### config.mk
export PLATFORM = sky130hd
export DESIGN_NAME = insertion_sorter_top
export DESIGN_NICKNAME = d
export VERILOG_FILES = /design/src/hw/rtl/isort_pkg.sv /design/src/hw/rtl/isort_cell.sv /design/src/hw/rtl/insertion_sorter_top.sv
export VERILOG_INCLUDE_DIRS = /design/src /design/src/hw/rtl
export SDC_FILE = /design/constraint.sdc
export NUM_CORES = 2
export LEC_CHECK = 0
export ABC_AREA = 1
export BUFFER_PORTS_ARGS = -buffer_cell sky130_fd_sc_hd__buf_2
export CORE_AREA = 2 2 344 312
export CTS_CLUSTER_DIAMETER = 30
export DETAILED_ROUTE_END_ITERATION = 10
export DIE_AREA = 0 0 346 314
export GPL_ROUTABILITY_DRIVEN = 0
export PLACE_DENSITY = 0.64
export SLEW_MARGIN = 10
export SYNTH_ARGS = -nofsm -noshare
export SYNTH_HDL_FRONTEND = slang
export SYNTH_SLANG_ARGS = --single-unit
### constraint.sdc
create_clock -name clk -period 2.9 [get_ports clk]
set_input_delay 0.29 -clock clk [delete_from_list [all_inputs] [get_ports clk]]
set_output_delay 0.29 -clock clk [all_outputs]
set_load 0.1 [all_outputs]
### src/hw/rtl/insertion_sorter_top_macros.svh
// ----------------------------------------------------------------------------
// insertion sorter assertion macros
// shared clocked assertion forms for the sorter rtl
// ----------------------------------------------------------------------------
`ifndef INSERTION_SORTER_TOP_MACROS_SVH
`define INSERTION_SORTER_TOP_MACROS_SVH

// property checked at every rising clock edge outside reset
`define ISORT_ASSERT(label, prop, msg) \
	label: assert property (@(posedge clk) disable iff (!arst_n) (prop)) else $error(msg);

// condition that must never hold outside reset
`define ISORT_NEVER(label, cond, msg) \
	label: assert property (@(posedge clk) disable iff (!arst_n) !(cond)) else $error(msg);

`endif

### src/hw/rtl/isort_pkg.sv
// ----------------------------------------------------------------------------
// isort_pkg
// types and constants shared by the insertion sorter cells and top level
// ----------------------------------------------------------------------------
package isort_pkg;

	localparam int DATA_W = 32;

	typedef logic signed [DATA_W-1:0] data_t;

	typedef struct packed {
		logic insert;
		logic shift_out;
	} cell_ctl_t;

	typedef enum logic {
		ST_FILL,
		ST_DRAIN
	} state_t;

endpackage

### src/hw/rtl/isort_cell.sv
// ----------------------------------------------------------------------------
// isort_cell
// one slot of the sorted chain: compares the arriving key, keeps its entry,
// takes its left neighbor or the key on insert, takes its right neighbor on drain
// ----------------------------------------------------------------------------
module isort_cell
	import isort_pkg::*;
(
	input  logic      clk,
	input  logic      arst_n,
	input  cell_ctl_t ctl,
	input  data_t     key,
	input  logic      prev_gt,
	input  data_t     prev_value,
	input  logic      prev_valid,
	input  data_t     next_value,
	input  logic      next_valid,
	output logic      gt,
	output data_t     value,
	output logic      valid
);

	data_t value_q;
	logic  valid_q;

	// empty slots count as greater, so the key lands after every entry <= key
	assign gt    = !valid_q || (value_q > key);
	assign value = value_q;
	assign valid = valid_q;

	always_ff @(posedge clk or negedge arst_n) begin
		if (!arst_n) begin
			valid_q <= 1'b0;
		end else if (ctl.shift_out) begin
			valid_q <= next_valid;
		end else if (ctl.insert && gt) begin
			valid_q <= prev_gt ? prev_valid : 1'b1;
		end
	end

	always_ff @(posedge clk) begin
		if (ctl.shift_out) begin
			value_q <= next_value;
		end else if (ctl.insert && gt) begin
			value_q <= prev_gt ? prev_value : key;
		end
	end

endmodule

### src/hw/rtl/insertion_sorter_top.sv
// ----------------------------------------------------------------------------
// insertion_sorter_top
// stable streaming insertion sorter built as a chain of compare-and-shift cells
// ----------------------------------------------------------------------------
// channel  dir  handshake          payload
// in       in   in_valid/in_stall  value, last_item
// out      out  out_valid/out_stall sorted_value, end_of_list, overflowed
//
// one input beat per cycle while filling: each cell compares and shifts at once
// a last_item beat starts the drain: one output beat per cycle while out_stall is low, smallest first
// the drain takes as many beats as entries stored, at most CAPACITY
// input is stalled for the whole drain; output beats hold while out_stall is high
// reset empties the chain and clears the overflow flag
// ----------------------------------------------------------------------------
`include "insertion_sorter_top_macros.svh"

module insertion_sorter_top
	import isort_pkg::*;
#(
	parameter int CAPACITY = 16
) (
	input  logic  clk,
	input  logic  arst_n,
	input  data_t value,
	input  logic  last_item,
	input  logic  in_valid,
	output logic  in_stall,
	output data_t sorted_value,
	output logic  end_of_list,
	output logic  overflowed,
	output logic  out_valid,
	input  logic  out_stall
);

	state_t    state_q;
	state_t    state_d;
	logic      ovf_q;
	cell_ctl_t ctl;
	logic      in_accept;
	logic      out_accept;
	logic      full;

	data_t               cell_value [CAPACITY];
	logic [CAPACITY-1:0] cell_valid;
	logic [CAPACITY-1:0] cell_gt;
	logic [CAPACITY:0]   valid_plus;

	assign full       = cell_valid[CAPACITY-1];
	assign in_accept  = in_valid && !in_stall;
	assign out_accept = out_valid && !out_stall;

	always_comb begin
		state_d       = state_q;
		in_stall      = 1'b0;
		out_valid     = 1'b0;
		ctl.insert    = 1'b0;
		ctl.shift_out = 1'b0;
		case (state_q)
			ST_FILL: begin
				ctl.insert = in_valid && !full;
				if (in_valid && last_item) begin
					state_d = ST_DRAIN;
				end
			end
			ST_DRAIN: begin
				in_stall      = 1'b1;
				out_valid     = cell_valid[0];
				ctl.shift_out = cell_valid[0] && !out_stall;
				if (ctl.shift_out && end_of_list) begin
					state_d = ST_FILL;
				end
			end
			default: begin
				state_d = ST_FILL;
			end
		endcase
	end

	always_ff @(posedge clk or negedge arst_n) begin
		if (!arst_n) begin
			state_q <= ST_FILL;
		end else begin
			state_q <= state_d;
		end
	end

	always_ff @(posedge clk or negedge arst_n) begin
		if (!arst_n) begin
			ovf_q <= 1'b0;
		end else if (in_accept && full) begin
			ovf_q <= 1'b1;
		end else if (out_accept && end_of_list) begin
			ovf_q <= 1'b0;
		end
	end

	for (genvar i = 0; i < CAPACITY; i++) begin : g_cell
		logic  prev_gt;
		data_t prev_value;
		logic  prev_valid;
		data_t next_value;
		logic  next_valid;

		if (i == 0) begin : g_head
			assign prev_gt    = 1'b0;
			assign prev_value = '0;
			assign prev_valid = 1'b0;
		end else begin : g_body
			assign prev_gt    = cell_gt[i-1];
			assign prev_value = cell_value[i-1];
			assign prev_valid = cell_valid[i-1];
		end

		if (i == CAPACITY - 1) begin : g_tail
			assign next_value = '0;
			assign next_valid = 1'b0;
		end else begin : g_inner
			assign next_value = cell_value[i+1];
			assign next_valid = cell_valid[i+1];
		end

		isort_cell u_cell (
			.clk        (clk),
			.arst_n     (arst_n),
			.ctl        (ctl),
			.key        (value),
			.prev_gt    (prev_gt),
			.prev_value (prev_value),
			.prev_valid (prev_valid),
			.next_value (next_value),
			.next_valid (next_valid),
			.gt         (cell_gt[i]),
			.value      (cell_value[i]),
			.valid      (cell_valid[i])
		);
	end

	assign sorted_value = cell_value[0];
	assign end_of_list  = !cell_valid[1];
	assign overflowed   = ovf_q;

	// occupied slots always form a run from slot zero
	assign valid_plus = {1'b0, cell_valid} + (CAPACITY+1)'(1);

	`ISORT_ASSERT(a_valid_contiguous, $onehot(valid_plus), "occupied slots not contiguous")
	`ISORT_ASSERT(a_last_starts_drain, in_accept && last_item |=> out_valid, "no drain after last beat")
	`ISORT_ASSERT(a_drain_ends, out_accept && end_of_list |=> !out_valid && cell_valid == '0, "chain not empty after final beat")
	`ISORT_ASSERT(a_drain_continues, out_accept && !end_of_list |=> out_valid, "drain stopped early")

endmodule
# Word level (Yosys, flattened, before mapping)
# Cells that the tools add are included.
[word_totals] reg_bits=530 input_bits=37 output_inout_bits=36 elab_cells=227
[classes] order_cmp=16 mux=101 bitwise=1 reduce_logical=75
[op_table] op="32-bit two-way mux" n=45
[op_table] op="32-bit > comparator" n=16
[op_table] op="1-bit two-way mux" n=55
[op_table] op="2-bit nonzero test" n=17
[op_table] op="1-bit logical AND" n=24
[op_table] op="1-bit logical NOT" n=18
[op_table] op="1-bit logical OR" n=16
[op_table] op="1-bit one-hot mux with 2 select lines" n=1
[op_table] op="1-bit NOT" n=1

# Depth between registers and ports, before layout
[depth] word_depth=6 depth_mapped=21 ltp_nobuf=21

# Cells and area by module
# From an unflattened synthesis, not the netlist that was laid out.
[hier_totals] cells_unflattened=5328 area_unflattened_um2=40990.6
[by_module_without_submodules] mod="isort_cell" instances=16 cells_each=332 area_per_inst_um2=2555.0 seq_area_each_um2=985.9
[by_module_without_submodules] mod="insertion_sorter_top" instances=1 cells_each=16 area_per_inst_um2=111.4 seq_area_each_um2=50.0

# Worst setup path before layout
# No wires, ideal clock.
[synth_timing] path_type="register to register" startpoint="reg g_cell[0].u_cell.value_q[15]" endpoint="reg g_cell[0].u_cell.value_q[0] (enable)" setup_time_ns=0.389 arrival_ns=3.091 t_required_ns=2.511 slack_ns=-0.581 stages_incl_launch_ff=15 path_buffers=1 period_less_slack_ns=3.481 cell_sequence="edfxtp_1 -> ha_1 -> nand2_1 -> inv_1 -> nand3_1 -> or2_1 -> a21o_1 -> nand2_1 -> nand2_1 -> nand3_1 -> nand3_4 -> nand2_4 -> buf_6 -> nand2_1 -> nand2_1"
[synth_via] elab_chain_cells=4
[synth_rtl] item="start, declared" line="isort_cell.sv:23" rtl="data_t value_q;"
[synth_rtl] item="start signal, assigned" line="isort_cell.sv:43" rtl="value_q <= next_value;"
[synth_rtl] item="start signal, assigned" line="isort_cell.sv:45" rtl="value_q <= prev_gt ? prev_value : key;"
[synth_rtl] item="32-bit > comparator" line="isort_cell.sv:27" rtl="assign gt = !valid_q || (value_q > key);"
[synth_rtl] item="1-bit logical OR" line="isort_cell.sv:27"
[synth_rtl] item="1-bit logical AND" line="isort_cell.sv:44" rtl="end else if (ctl.insert && gt) begin"
[synth_rtl] item="2-bit nonzero test (no line)"
# No other way between the ends.
# A chain may end at the register's enable or synchronous reset.

# Final worst setup path
[layout_timing] startpoint="reg g_cell[6].u_cell.value_q[30]" endpoint="reg g_cell[7].u_cell.value_q[9] (data pin)"
[layout_via] elab_chain_cells=5
[layout_rtl] item="start, declared" line="isort_cell.sv:23"
[layout_rtl] item="start signal, assigned" line="isort_cell.sv:43"
[layout_rtl] item="start signal, assigned" line="isort_cell.sv:45"
[layout_rtl] item="32-bit > comparator" line="isort_cell.sv:27"
[layout_rtl] item="1-bit logical OR" line="isort_cell.sv:27"
[layout_rtl] item="32-bit two-way mux" line="isort_cell.sv:45"
[layout_rtl] item="32-bit two-way mux" line="isort_cell.sv:44"
[layout_rtl] item="32-bit two-way mux" line="isort_cell.sv:42" rtl="if (ctl.shift_out) begin"
[layout_rtl] item="end signal, assigned" line="isort_cell.sv:43"
[layout_rtl] item="end signal, assigned" line="isort_cell.sv:45"
[layout_rtl] item="end, declared" line="isort_cell.sv:23"
# No other way between the ends. The select of a mux whose other input is x is not followed.

==> reports/summary.txt <==
Max-slew headroom: 0.364
die width: 346 um
Synth Cell Area: 40800 um2
fin util: 0.472
Pre-antenna DRT Iters: 6
maxcap violations: 0
critical path required time: 3.36 ns
Layout area overhead: 21.4%
post-CTS setup buffers: 0
Synth area leaders: edfxtp_1, nand2_1, ha_1
largest net degree at the start of global routing: 111
drt initial violations: 4026
clk root buf: clkbuf_16
Fin. Hold Viols: 0
CTS tree: built
global route overflow: 0
die area: 109000 um2
Starting Density: 0.389
CTS Sinks: 530
GRT Overall Usage: 0.252
gr busiest metal: met2
Antenna Cells: 0
maximum vdd drop: 0.772 mV
HPWL after DPL: 99.5 mm
YS warnings: 0
Post-synth EDFFs: 480
share of cells above drive strength 1: 0.118
Hold Path Cell Cnt: 4
endpoints failing setup: 0
FP Rows: 113
GR Util met1: 0.339
Post-Layout Cell Count: 7053
Cells after DPL: 6807
Worst Clk Skew: 0.0262 ns
grt met3 use: 0.0459
DRC Markers: 0
RSZ-0062 raised after global routing: no
Port Buffer Count: 72
Hold EP: g_cell[1].u_cell.valid
Slew @ Worst Pin: 0.953 ns
sequential area share after synthesis: 0.380
Cells after Synth: 5358
WL final: 139 mm
leading area contributor after synthesis: edfxtp_1
RR Endpoint: g_cell[7].u_cell.value[9]
initial antenna violation count: 0
Top FF cell, synth: edfxtp_1
GR Util met2: 0.400
number of placed I/O pins: 73
Fmax: 0.364 GHz
Yosys top cell area share: 0.354
Tot Pwr: 62.0 mW
clock transition at the registers of the reported paths: 0.04 ns
Synth Register Bits: 530
r2r setup slk: 0.15 ns
wire per inst: 19.7 um
CTS max path bufs: 3
fin crit share: 0.947
reg-to-reg startpoint: g_cell[6].u_cell.value[30]
status: completed
P per Cell Area: 1250 nW/um2
Arr. time, crit path: 3.21 ns
Final ANT Viol Nets: 0
mean post-synth cell area: 7.61 um2
die height: 314 um
number of global-route vias before repair: 37.6k
Slew Viols, Final: 0
CP endpoint kind: flop
Mapped Nets: 5875
Final nets: 6082
first-pass GRT wire length: 215 mm
total CTS buffers: 132
HP Start: out_stall
min Tclk post-route: 2.75 ns
Hold WC Path Type: primary input to flop
number of H-tree levels: 4
Vias/cell: 5.57
Core Area: 105000 um2
critical setup path kind: flop to flop
Worst Setup Start Kind: flop
R2R depth: 12
Worst-Skew Late Latency: 0.73 ns
Synth cell types: 40
asr flop ratio synth: 0.0340
leak pwr: 23.9 nW
DR vias: 39.3k
critical path peak fanout: 20
-- cell usage in the layout (no fill, tap or decap), types with 16 or more instances in the layout --
cell type,instances
inv_2,16
bufinv_16,16
dfrtp_1,18
clkinv_1,30
inv_1,571
o21ai_0,131
edfxtp_1,480
nor2_1,129
buf_4,196
clkbuf_1,21
clkinv_2,28
nand3_1,1025
a21oi_1,260
clkbuf_16,136
dfxtp_1,32
buf_2,72
o21a_1,16
nand4_1,44
ha_1,480
nor3_1,18
nand2_2,23
o21ai_1,102
nand2_1,1610
buf_12,106
-- through the flow --
stage / setup slack [ns] / TNS, ns / instance area, um2 / hold WS [ns]
floorplan: 0.00315 / 0 / 40900 / -0.00559
finish: 0.154 / 0 / 49500 / 0.0581
global route: 0.0114 / 0 / 49500 / 0.0698
CTS: 0.208 / 0 / 49500 / 0.00593
detailed placement: -0.00178 / -0.00178 / 45000 / 0.446
global placement: 0.0124 / 0 / 45000 / 0.441
-- synthesized netlist by cell type, types with 2 or more instances --
master,n
nand2_1,1627
nand3_1,1026
inv_1,571
edfxtp_1,480
ha_1,480
a21oi_1,261
clkbuf_1,135
o21ai_0,132
nor2_1,131
buf_2,102
o21ai_1,101
nand4_1,44
buf_4,33
clkinv_1,32
dfxtp_1,32
buf_6,21
dfrtp_1,18
nor3_1,18
o21a_1,16
buf_1,14
nand2_2,11
nor4_2,11
nand2_4,10
nand3b_1,9
nand3_2,7
o211ai_1,7
a31oi_1,6
a21o_1,5
nor3_2,3
a21boi_1,2
nand3_4,2
nor2_2,2
nor4_1,2
-- cells by family (layout without fill, tap and decap cells) --
| logic type | count (synthesis) | after routing | synth area share |
|---|---|---|---|
| AOI/OAI and AO/OA | 533 | 533 | 0.0678 |
| adders and majority gates | 480 | 480 | 0.147 |
| buffers and inverters | 909 | 1224 | 0.0937 |
| DFF | 530 | 530 | 0.380 |
| muxes | 1 | 1 | 0.000246 |
| and+or+nand+nor | 2905 | 2905 | 0.311 |
-- state kept, by name, indices dropped and copies added, names as in the netlist --
signal and flops:
g_cell.u_cell.value 512, g_cell.u_cell.valid 16, overflowed 1, state_q 1
-- critical path, stage by stage, from the launching register on --
cell and delay [ns]:
edfxtp_1 0.50, ha_1 0.33, nand2_1 0.08, nor2_1 0.16
nand2_1 0.11, nor4_2 0.24, buf_4 0.18, nand4_1 0.13
nand3_2 0.14, buf_4 0.27, nand3_1 0.12, nand3_1 0.15
nand2_1 0.06
-- power by group --
group          switching, mW  internal, mW  total [mW]
sequential              3.47          14.4        17.8
combinational           19.1          10.2        29.3
clock                   4.80          10.0        14.8
-- worst max path at each step --
stage	start	end	slack, ns	cells past startpoint
2_1_floorplan	value[31]	g_cell[1].u_cell.value[0]	0.003	15
3_3_place_gp	value[14]	g_cell[1].u_cell.value[0]	0.01	15
3_5_place_dp	value[25]	g_cell[6].u_cell.value[8]	-0.002	16
4_1_cts	g_cell[5].u_cell.value[22]	g_cell[6].u_cell.value[8]	0.21	12
5_1_grt	g_cell[2].u_cell.value[31]	g_cell[2].u_cell.value[1]	0.01	14
6_report	g_cell[6].u_cell.value[30]	g_cell[7].u_cell.value[9]	0.15	12
-- what timing repair did --
action / CTS / global route
hold buffers: 4 / 0
resized for setup: 0 / 2
endpoints found under the setup margin: 0 / 17
hold endpoints to repair: 21 / 0
-- layer usage --
metal | part of all wire | vias to the layer above
li1 | - | 18502
met1 | 0.42 | 18574
met2 | 0.45 | 1801
met3 | 0.089 | 377
met4 | 0.038 | 0
met5 | 0 | -
-- final cells by class --
class,instances,area (um2)
Fill cell,10079,55400
Tap cell,1380,1730
Inverter,604,2270
Clock buffer,160,3520
Sequential cell,530,15500
Clock inverter,82,912
Timing Repair Buffer,378,3990
Multi-Input combinational cell,3919,21500
No activity file was read; power rests on OpenSTA's default activity.
